==> src/hw/rtl/mwba_pkg.sv <==
// ----------------------------------------------------------------------------
// mwba_pkg: shared definitions for the masked weighted band average
// Register index codes, fixed field widths and the divider status bundle.
// ----------------------------------------------------------------------------
`default_nettype none

package mwba_pkg;

  // Fixed widths of the configuration registers and of the result.
  localparam int WEIGHT_W    = 16;
  localparam int NULL_W      = 16;
  localparam int AVG_W       = 16;
  localparam int COUNT_W     = 2;
  localparam int BAND_IDX_W  = 2;
  localparam int NUM_BAND_REGS = 3;
  localparam int CFG_IDX_W   = 3;
  localparam int CFG_DATA_W  = 16;

  localparam logic [WEIGHT_W-1:0] WEIGHT_RESET = 16'd256;
  localparam logic [COUNT_W-1:0]  COUNT_RESET  = 2'd3;

  // Configuration register indexes.
  typedef enum logic [CFG_IDX_W-1:0] {
    REG_WEIGHT0    = 3'd0,
    REG_WEIGHT1    = 3'd1,
    REG_WEIGHT2    = 3'd2,
    REG_NULL0      = 3'd3,
    REG_NULL1      = 3'd4,
    REG_NULL2      = 3'd5,
    REG_OUTPUT_NULL = 3'd6,
    REG_BAND_COUNT = 3'd7
  } cfg_reg_e;

  // Status of the iterative divider as seen by the sequencer.
  typedef struct packed {
    logic busy;
    logic done;
  } div_status_t;

endpackage

`default_nettype wire

==> src/hw/rtl/mwba_div.sv <==
// ----------------------------------------------------------------------------
// mwba_div: iterative restoring divider
// Produces one quotient bit per cycle; the quotient must fit in QUOT_W bits.
// ----------------------------------------------------------------------------
`default_nettype none

module mwba_div #(
  parameter int QUOT_W    = 16,
  parameter int DIVISOR_W = 18
) (
  input  wire logic                          clk_i,
  input  wire logic                          rst_ni,
  input  wire logic                          start_i,
  input  wire logic [DIVISOR_W+QUOT_W-1:0]   dividend_i,
  input  wire logic [DIVISOR_W-1:0]          divisor_i,
  output logic      [QUOT_W-1:0]             quotient_o,
  output mwba_pkg::div_status_t              status_o
);

  localparam int DIVIDEND_W = DIVISOR_W + QUOT_W;
  localparam int CNT_W      = $clog2(QUOT_W + 1);

  logic [CNT_W-1:0]     cnt_q;
  logic                 done_q;
  logic [DIVISOR_W-1:0] rem_q;
  logic [QUOT_W-1:0]    quo_q;
  logic [DIVISOR_W-1:0] divisor_q;

  logic [DIVISOR_W:0]   trial;
  logic [DIVISOR_W:0]   diff;
  logic                 qbit;

  // The partial remainder stays below the divisor, so the shifted trial
  // value needs only one extra bit.
  assign trial = {rem_q, quo_q[QUOT_W-1]};
  assign diff  = trial - {1'b0, divisor_q};
  assign qbit  = ~diff[DIVISOR_W];

  always_ff @(posedge clk_i or negedge rst_ni) begin
    if (!rst_ni) begin
      cnt_q  <= '0;
      done_q <= 1'b0;
    end else if (start_i) begin
      cnt_q  <= CNT_W'(QUOT_W);
      done_q <= 1'b0;
    end else if (cnt_q != '0) begin
      cnt_q  <= cnt_q - 1'b1;
      done_q <= (cnt_q == CNT_W'(1));
    end else begin
      done_q <= 1'b0;
    end
  end

  always_ff @(posedge clk_i) begin
    if (start_i) begin
      rem_q     <= dividend_i[DIVIDEND_W-1:QUOT_W];
      quo_q     <= dividend_i[QUOT_W-1:0];
      divisor_q <= divisor_i;
    end else if (cnt_q != '0) begin
      rem_q <= qbit ? diff[DIVISOR_W-1:0] : trial[DIVISOR_W-1:0];
      quo_q <= {quo_q[QUOT_W-2:0], qbit};
    end
  end

  assign quotient_o     = quo_q;
  assign status_o.busy  = (cnt_q != '0);
  assign status_o.done  = done_q;

`ifndef NO_ASSERTIONS
  a_start_idle: assert property (@(posedge clk_i) disable iff (!rst_ni)
    start_i |-> (cnt_q == '0))
    else $error("divider started while busy");
  a_done_after_busy: assert property (@(posedge clk_i) disable iff (!rst_ni)
    done_q |-> $past(cnt_q == CNT_W'(1)))
    else $error("divider done without a final step");
  a_done_not_busy: assert property (@(posedge clk_i) disable iff (!rst_ni)
    done_q |-> (cnt_q == '0))
    else $error("divider done while still busy");
`endif

endmodule

`default_nettype wire

==> src/hw/rtl/masked_weighted_band_average.sv <==
// ----------------------------------------------------------------------------
// masked_weighted_band_average: weighted band average with null masking
// Accumulates weighted band samples of a pixel and divides by the weight sum.
// ----------------------------------------------------------------------------
// Band samples of a pixel enter one transaction at a time, in band order.
// A sample equal to its band's null value is skipped; every other sample adds
// weight * sample and the weight to two running sums. The last band of the
// pixel produces one result transaction: the truncated quotient of the two
// sums with any_valid set, or the output null value with any_valid clear when
// no band carried weight. A band count of 1 passes each sample straight
// through, and any_valid then flags a sample that differs from band 0's null.
// Timing: the block takes one sample at a time. A sample that does not end a
// pixel passes through the accept, multiply and accumulate steps. The last
// sample of a pixel with a nonzero weight sum also runs the shared restoring
// divider, one quotient bit per cycle, before its result step; a pass-through
// sample goes from accept straight to the result step. A finished result sits
// in the output register, so the next pixel can start while it waits to be taken.
// ----------------------------------------------------------------------------
`default_nettype none

module masked_weighted_band_average #(
  parameter int MAX_BANDS   = 3,
  parameter int SAMPLE_BITS = 16
) (
  input  wire logic                              clk_i,
  input  wire logic                              rst_ni,
  // Configuration write port
  input  wire logic                              cfg_we_i,
  input  wire logic [mwba_pkg::CFG_IDX_W-1:0]    cfg_index_i,
  input  wire logic [mwba_pkg::CFG_DATA_W-1:0]   cfg_data_i,
  // Sample input
  input  wire logic                              in_valid_i,
  output logic                                   in_ready_o,
  input  wire logic [15:0]                       sample_i,
  // Result output
  output logic                                   out_valid_o,
  input  wire logic                              out_ready_i,
  output logic      [mwba_pkg::AVG_W-1:0]        average_o,
  output logic                                   any_valid_o
);

  // Weight sum grows by the band count; the weighted sum also carries the
  // sample width. Since the average never exceeds the largest sample, the
  // quotient fits in SAMPLE_BITS.
  localparam int WTS_W  = mwba_pkg::WEIGHT_W + $clog2(MAX_BANDS);
  localparam int PROD_W = mwba_pkg::WEIGHT_W + SAMPLE_BITS;
  localparam int WSUM_W = WTS_W + SAMPLE_BITS;
  localparam logic [mwba_pkg::BAND_IDX_W-1:0] MAX_BANDS_L =
    mwba_pkg::BAND_IDX_W'(MAX_BANDS);
  localparam logic [mwba_pkg::COUNT_W-1:0] MAX_COUNT_L =
    mwba_pkg::COUNT_W'(MAX_BANDS);

  // One-hot sequencer states.
  typedef enum logic [4:0] {
    S_IDLE = 5'b00001,
    S_MUL  = 5'b00010,
    S_ACC  = 5'b00100,
    S_DIV  = 5'b01000,
    S_RES  = 5'b10000
  } state_e;

  // --------------------------------------------------------------------------
  // Configuration registers
  // --------------------------------------------------------------------------
  logic [mwba_pkg::WEIGHT_W-1:0] weight_q [mwba_pkg::NUM_BAND_REGS];
  logic [mwba_pkg::NULL_W-1:0]   null_q   [mwba_pkg::NUM_BAND_REGS];
  logic [mwba_pkg::NULL_W-1:0]   out_null_q;
  logic [mwba_pkg::COUNT_W-1:0]  count_q;

  always_ff @(posedge clk_i or negedge rst_ni) begin
    if (!rst_ni) begin
      for (int i = 0; i < mwba_pkg::NUM_BAND_REGS; i++) begin
        weight_q[i] <= mwba_pkg::WEIGHT_RESET;
        null_q[i]   <= '0;
      end
      out_null_q <= '0;
      count_q    <= mwba_pkg::COUNT_RESET;
    end else if (cfg_we_i) begin
      unique case (mwba_pkg::cfg_reg_e'(cfg_index_i))
        mwba_pkg::REG_WEIGHT0:     weight_q[0] <= cfg_data_i;
        mwba_pkg::REG_WEIGHT1:     weight_q[1] <= cfg_data_i;
        mwba_pkg::REG_WEIGHT2:     weight_q[2] <= cfg_data_i;
        mwba_pkg::REG_NULL0:       null_q[0]   <= cfg_data_i;
        mwba_pkg::REG_NULL1:       null_q[1]   <= cfg_data_i;
        mwba_pkg::REG_NULL2:       null_q[2]   <= cfg_data_i;
        mwba_pkg::REG_OUTPUT_NULL: out_null_q  <= cfg_data_i;
        mwba_pkg::REG_BAND_COUNT:  count_q     <= cfg_data_i[mwba_pkg::COUNT_W-1:0];
        default: ;
      endcase
    end
  end

  // --------------------------------------------------------------------------
  // Decode of the incoming sample
  // --------------------------------------------------------------------------
  state_e state_q, state_d;

  logic [mwba_pkg::BAND_IDX_W-1:0] pos_q;
  logic [SAMPLE_BITS-1:0]          s_in;
  logic [mwba_pkg::COUNT_W-1:0]    n_eff;
  logic                            pos_ok;
  logic [mwba_pkg::BAND_IDX_W-1:0] pos_sel;
  logic                            band_hit;
  logic                            last_in;
  logic                            pass_in;
  logic                            accept_in;

  assign s_in      = sample_i[SAMPLE_BITS-1:0];
  assign accept_in = in_valid_i && in_ready_o;
  assign in_ready_o = (state_q == S_IDLE);

  // A count of zero behaves as one; a count beyond the built bands saturates.
  always_comb begin
    n_eff = count_q;
    if (count_q == '0) begin
      n_eff = mwba_pkg::COUNT_W'(1);
    end else if (count_q > MAX_COUNT_L) begin
      n_eff = MAX_COUNT_L;
    end
  end

  assign pass_in  = (n_eff == mwba_pkg::COUNT_W'(1));
  assign pos_ok   = (pos_q < MAX_BANDS_L);
  assign pos_sel  = pos_ok ? pos_q : '0;
  assign band_hit = pos_ok && (s_in != null_q[pos_sel][SAMPLE_BITS-1:0]);
  // The pixel ends on the configured last band, or on a position that has no
  // band behind it.
  assign last_in  = (({1'b0, pos_q} + 3'd1) >= {1'b0, n_eff}) || !pos_ok;

  // --------------------------------------------------------------------------
  // Datapath registers
  // --------------------------------------------------------------------------
  logic [SAMPLE_BITS-1:0]        sample_q;
  logic [mwba_pkg::WEIGHT_W-1:0] wgt_q;
  logic                          use_q;
  logic                          last_q;
  logic [PROD_W-1:0]             prod_q;
  logic [WSUM_W-1:0]             wsum_q;
  logic [WTS_W-1:0]              wts_q;
  logic [WSUM_W-1:0]             wsum_d;
  logic [WTS_W-1:0]              wts_d;
  logic [mwba_pkg::AVG_W-1:0]    res_avg_q;
  logic                          res_any_q;
  logic                          out_valid_q;
  logic [mwba_pkg::AVG_W-1:0]    out_avg_q;
  logic                          out_any_q;
  logic                          out_free;

  logic                          div_start;
  logic [SAMPLE_BITS-1:0]        div_quot;
  mwba_pkg::div_status_t         div_status;

  assign wsum_d = wsum_q + (use_q ? WSUM_W'(prod_q) : '0);
  assign wts_d  = wts_q + (use_q ? WTS_W'(wgt_q) : '0);

  assign out_free  = !out_valid_q || out_ready_i;
  assign div_start = (state_q == S_ACC) && last_q && (wts_d != '0);

  // --------------------------------------------------------------------------
  // Sequencer
  // --------------------------------------------------------------------------
  always_comb begin
    state_d = state_q;
    unique case (state_q)
      S_IDLE: begin
        if (accept_in) begin
          state_d = pass_in ? S_RES : S_MUL;
        end
      end
      S_MUL: begin
        state_d = S_ACC;
      end
      S_ACC: begin
        if (!last_q) begin
          state_d = S_IDLE;
        end else if (wts_d != '0) begin
          state_d = S_DIV;
        end else begin
          state_d = S_RES;
        end
      end
      S_DIV: begin
        if (div_status.done) begin
          state_d = S_RES;
        end
      end
      S_RES: begin
        if (out_free) begin
          state_d = S_IDLE;
        end
      end
      default: state_d = S_IDLE;
    endcase
  end

  always_ff @(posedge clk_i or negedge rst_ni) begin
    if (!rst_ni) begin
      state_q     <= S_IDLE;
      pos_q       <= '0;
      wsum_q      <= '0;
      wts_q       <= '0;
      out_valid_q <= 1'b0;
    end else begin
      state_q <= state_d;

      // Pass-through clears the pixel; the end of a pixel clears it too.
      if (accept_in && pass_in) begin
        pos_q  <= '0;
        wsum_q <= '0;
        wts_q  <= '0;
      end else if (state_q == S_ACC) begin
        if (last_q) begin
          pos_q  <= '0;
          wsum_q <= '0;
          wts_q  <= '0;
        end else begin
          pos_q  <= pos_q + 1'b1;
          wsum_q <= wsum_d;
          wts_q  <= wts_d;
        end
      end

      if ((state_q == S_RES) && out_free) begin
        out_valid_q <= 1'b1;
      end else if (out_ready_i) begin
        out_valid_q <= 1'b0;
      end
    end
  end

  always_ff @(posedge clk_i) begin
    if (accept_in) begin
      sample_q <= s_in;
      wgt_q    <= weight_q[pos_sel];
      use_q    <= band_hit;
      last_q   <= last_in;
      if (pass_in) begin
        res_avg_q <= mwba_pkg::AVG_W'(s_in);
        res_any_q <= (s_in != null_q[0][SAMPLE_BITS-1:0]);
      end
    end

    // The multiplier is the one product unit; its result is registered
    // before the accumulate step.
    if (state_q == S_MUL) begin
      prod_q <= wgt_q * sample_q;
    end

    if ((state_q == S_ACC) && last_q && (wts_d == '0)) begin
      res_avg_q <= out_null_q;
      res_any_q <= 1'b0;
    end

    if ((state_q == S_DIV) && div_status.done) begin
      res_avg_q <= mwba_pkg::AVG_W'(div_quot);
      res_any_q <= 1'b1;
    end

    if ((state_q == S_RES) && out_free) begin
      out_avg_q <= res_avg_q;
      out_any_q <= res_any_q;
    end
  end

  // --------------------------------------------------------------------------
  // Shared divider: weighted sum over weight sum, one quotient bit per cycle
  // --------------------------------------------------------------------------
  mwba_div #(
    .QUOT_W    (SAMPLE_BITS),
    .DIVISOR_W (WTS_W)
  ) u_div (
    .clk_i      (clk_i),
    .rst_ni     (rst_ni),
    .start_i    (div_start),
    .dividend_i (wsum_d),
    .divisor_i  (wts_d),
    .quotient_o (div_quot),
    .status_o   (div_status)
  );

  assign out_valid_o = out_valid_q;
  assign average_o   = out_avg_q;
  assign any_valid_o = out_any_q;

`ifndef NO_ASSERTIONS
  a_busy_after_accept: assert property (@(posedge clk_i) disable iff (!rst_ni)
    accept_in |=> !in_ready_o)
    else $error("new sample taken while the previous one is in flight");
  a_done_in_div: assert property (@(posedge clk_i) disable iff (!rst_ni)
    div_status.done |-> (state_q == S_DIV))
    else $error("divider finished outside the divide state");
  a_pos_in_range: assert property (@(posedge clk_i) disable iff (!rst_ni)
    pos_q < MAX_BANDS_L)
    else $error("band position beyond the built bands");
  a_div_only_when_idle: assert property (@(posedge clk_i) disable iff (!rst_ni)
    (state_q == S_DIV) |-> (div_status.busy || div_status.done))
    else $error("waiting on an idle divider");
`endif

endmodule

`default_nettype wire
==> config.mk <==
export PLATFORM = sky130hd
export DESIGN_NAME = masked_weighted_band_average
export DESIGN_NICKNAME = d
export VERILOG_FILES = /design/src/hw/rtl/mwba_pkg.sv /design/src/hw/rtl/mwba_div.sv /design/src/hw/rtl/masked_weighted_band_average.sv
export SDC_FILE = /design/constraint.sdc
export NUM_CORES = 1
export LEC_CHECK = 0
export BUFFER_PORTS_ARGS = -buffer_cell sky130_fd_sc_hd__buf_2
export CAP_MARGIN = 0
export CORE_ASPECT_RATIO = 2
export CORE_MARGIN = 1
export CORE_UTILIZATION = 45
export CTS_BUF_LIST = sky130_fd_sc_hd__clkbuf_16
export CTS_CLUSTER_DIAMETER = 30
export DETAILED_ROUTE_END_ITERATION = 7
export PLACE_DENSITY = 0.6
export SLEW_MARGIN = 20
export SYNTH_ARGS = -nofsm -noshare
export SYNTH_HDL_FRONTEND = slang
export SYNTH_SLANG_ARGS = --single-unit
export TNS_END_PERCENT = 30
==> constraint.sdc <==
create_clock -name clk_i -period 14.1 [get_ports clk_i]
set_input_delay 0 -clock clk_i [delete_from_list [all_inputs] [get_ports clk_i]]
set_output_delay 0 -clock clk_i [all_outputs]
set_load 0.02 [all_outputs]
==> impl_metrics.json <==
{
  "drive_above_1_share": 0.123,
  "grt_max_degree": 108,
  "seq_area_frac_synth": 0.360,
  "crit_arrival_ns": 7.28,
  "rows": 122,
  "whs_ns": 0.0643,
  "synth-edff-count": 151,
  "dieArea_sq_mm": 0.0570,
  "hold_violations": 0,
  "grt_overflow": 0,
  "cts_tree": "done",
  "syn_to_final_growth_pct": 12.1,
  "fin_nets": 2849,
  "ctsResizeCount": 0,
  "die_height_um": 337,
  "crit_type": "register to register",
  "initial_utilization": 0.456,
  "diodes": 0,
  "hpwl_um": 53400,
  "route.detailed.drc": 0,
  "syn_avg_cell_area_sq_um": 10.7,
  "ff2ff_path_depth": 21,
  "clock.fmax_mhz": 143,
  "cts.path.max_buffers": 3,
  "rsz0062_at_grt": "false",
  "synth_ff_type": "dfrtp_1",
  "grt_pass1_wl_um": 106000,
  "yosysWarnings": 0,
  "htree_num_levels": 2,
  "grt_usage": 0.247,
  "die_x_um": 169,
  "fin_crit_sh": 0.494,
  "detail-route-antenna-nets": 0,
  "final_max_slew_viol_count": 0,
  "netlist_area_sq_mm": 0.0252,
  "min_period_ns": 6.97,
  "status": "finished clean",
  "numCtsBuffers": 45,
  "io_buffer_count": 58,
  "cap_violations": 0,
  "antenna_found_initial": 0,
  "ioPinCount": 59,
  "crit_required_ns": 14.41,
  "fp.coreArea_sq_mm": 0.0553,
  "gp_congestion": 0.932,
  "grt_pass1_vias": 19200,
  "max_slew_margin": 0.249,
  "vias": 17600,
  "clock_latency_ns": 0.58,
  "critPathMaxFanout": 17,
  "fin_tns_setup_ns": 0,
  "syn_inst": 2350,
  "wl_per_cell_um": 21.1,
  "n_fill_cell": 5040,
  "worstSetupEndpointType": "register",
  "skew_ns": 0.0292,
  "synth_nets": 2765,
  "drtPass1Iterations": 7,
  "clockRootBuffer": "clkbuf_16",
  "clk_pin_slew_ns": 0.06,
  "drtIter0Drc": 867,
  "synth-seq-cells": 332,
  "routed_wl_um": 67800,
  "worst_pin_slew_ns": 1.12,
  "cts_sinks": 332,
  "viasPerCell": 5.46,
  "min_path_type": "input pin to asynchronous set/reset pin",
  "async_flop_share": 0.542,
  "setup_viol": 0,
  "ys_types": 77,
  "worstSetupStartpointType": "register"
}
==> final timing paths <==
path	from	endpoint	slack [ns]
hold / removal	rst_ni	out_null_q[3]$_DFFE_PN0P_	0.06
setup / recovery	wgt_q[6]$_DFFE_PP_	prod_q[31]$_DFFE_PP_	7.13
hold reg to reg	res_avg_q[4]$_DFFE_PP_	average_o[4]$_DFFE_PP_	0.42
setup reg to reg	wgt_q[6]$_DFFE_PP_	prod_q[31]$_DFFE_PP_	7.13
max in group asynchronous	rst_ni	null_q[38]$_DFFE_PN0P_	12.33
min in group clk_i	sample_i[6]	sample_q[6]$_DFFE_PP_	0.22
==> layer usage <==
metal  track usage  vias to the layer above  part of all wire
met4         0.165                        0             0.071
met5             0                        -                 0
met2         0.486                      380              0.56
met1         0.238                     8902              0.34
met3        0.0230                      176             0.025
li1              -                     8106                 -
==> repair_timing <==
item	4_1_cts	5_1_grt
endpoints found under the setup margin	0	0
hold endpoints to repair	255	0
hold buffers	39	0
setup buffers	0	0
==> registers in the layout, summed over array words and instances, names as in the netlist <==
name / cells
wsum_q: 34
u_div.quotient_o: 16
state_q: 5
count_q: 2
u_div.done_q: 1
weight_q: 48
out_valid_o: 1
wgt_q: 16
pos_q: 2
res_avg_q: 16
wts_q: 18
out_null_q: 16
sample_q: 16
res_any_q: 1
null_q: 48
prod_q: 32
average_o: 16
u_div.divisor_q: 18
any_valid_o: 1
use_q: 1
u_div.rem_q: 18
u_div.cnt_q: 5
last_q: 1
==> area by class of cell <==
class	instances	area, sq um	area share
clock buffers	45	1130	0.0399
clock inverters	39	397	0.0140
multi-input cells	1659	14800	0.525
repair buffers	121	873	0.0309
well taps	744	931	0.0330
inverters	275	1030	0.0365
flip-flops and latches	332	9070	0.321
==> critical path, stage by stage (launching register included) <==
cell and delay, ns:
edfxtp_1 0.85, nand2_1 0.16, fa_1 0.54, inv_1 0.05, fa_1 0.51, inv_1 0.06
fa_1 0.54, inv_1 0.05, fa_1 0.45, fa_1 0.49, inv_1 0.05, fa_1 0.47
inv_1 0.04, ha_1 0.35, a211o_1 0.36, a2111oi_0 0.46, nor2_1 0.23, a22o_1 0.26
o21a_1 0.24, a211o_1 0.27, a21oi_1 0.18, xnor2_1 0.08
==> Yosys cell counts (11+ instances only) <==
master / count / share of area
clkbuf_1: 73 / 0.011
ha_1: 177 / 0.088
o21ai_0: 92 / 0.018
o21a_1: 16 / 0.0048
and2_1: 175 / 0.043
a21o_1: 32 / 0.0095
a21oi_1: 93 / 0.018
nor2b_1: 16 / 0.0040
dfrtp_1: 174 / 0.17
mux2i_1: 61 / 0.024
nor2_1: 83 / 0.012
xor2_1: 37 / 0.013
inv_1: 274 / 0.041
mux2_2: 121 / 0.054
edfxtp_1: 151 / 0.18
mux2_1: 17 / 0.0076
a22o_1: 42 / 0.015
nand2_1: 230 / 0.034
nor3_1: 26 / 0.0052
fa_1: 198 / 0.16
xnor2_1: 80 / 0.028
nand4_1: 11 / 0.0027
nand3_1: 12 / 0.0024
==> metrics by stage <==
step | instance area [sq um] | utilization | setup slack, ns | instances
floorplan | 25200 | - | 7.89 | 2350
global placement | 26300 | 0.476 | 7.36 | 3091
detailed placement | 26300 | 0.476 | 7.18 | 3091
CTS | 28200 | 0.511 | 7.14 | 3214
global route | 28200 | 0.511 | 6.79 | 3215
finish | 28200 | 0.511 | 7.13 | 3215
==> cells in the final DEF, fill, tap and decap left out, types with 23 or more instances in the layout <==
cell type / count
mux2_2: 121
ha_1: 176
nor3_1: 24
buf_2: 57
dfrtp_1: 174
a21oi_1: 93
xnor2_1: 79
nand2_1: 229
o21ai_0: 92
a21o_1: 32
a22o_1: 42
and2_1: 175
mux2i_1: 61
inv_1: 281
dlygate4sd3_1: 39
xor2_1: 37
edfxtp_1: 151
buf_4: 23
fa_1: 198
clkbuf_16: 45
nor2_1: 82
==> cell families after synthesis <==
group | share of synthesized area
muxes | 0.0859
buffers and inverters | 0.0550
DFF | 0.360
AOI/OAI and AO/OA | 0.0935
xor gates and xnor gates | 0.0407
and+or+nand+nor | 0.120
adders and majority gates | 0.245
Power is left out: the tool's default activity adds up to more than one toggle a clock period on the data nets, which glitch-free logic cannot reach.
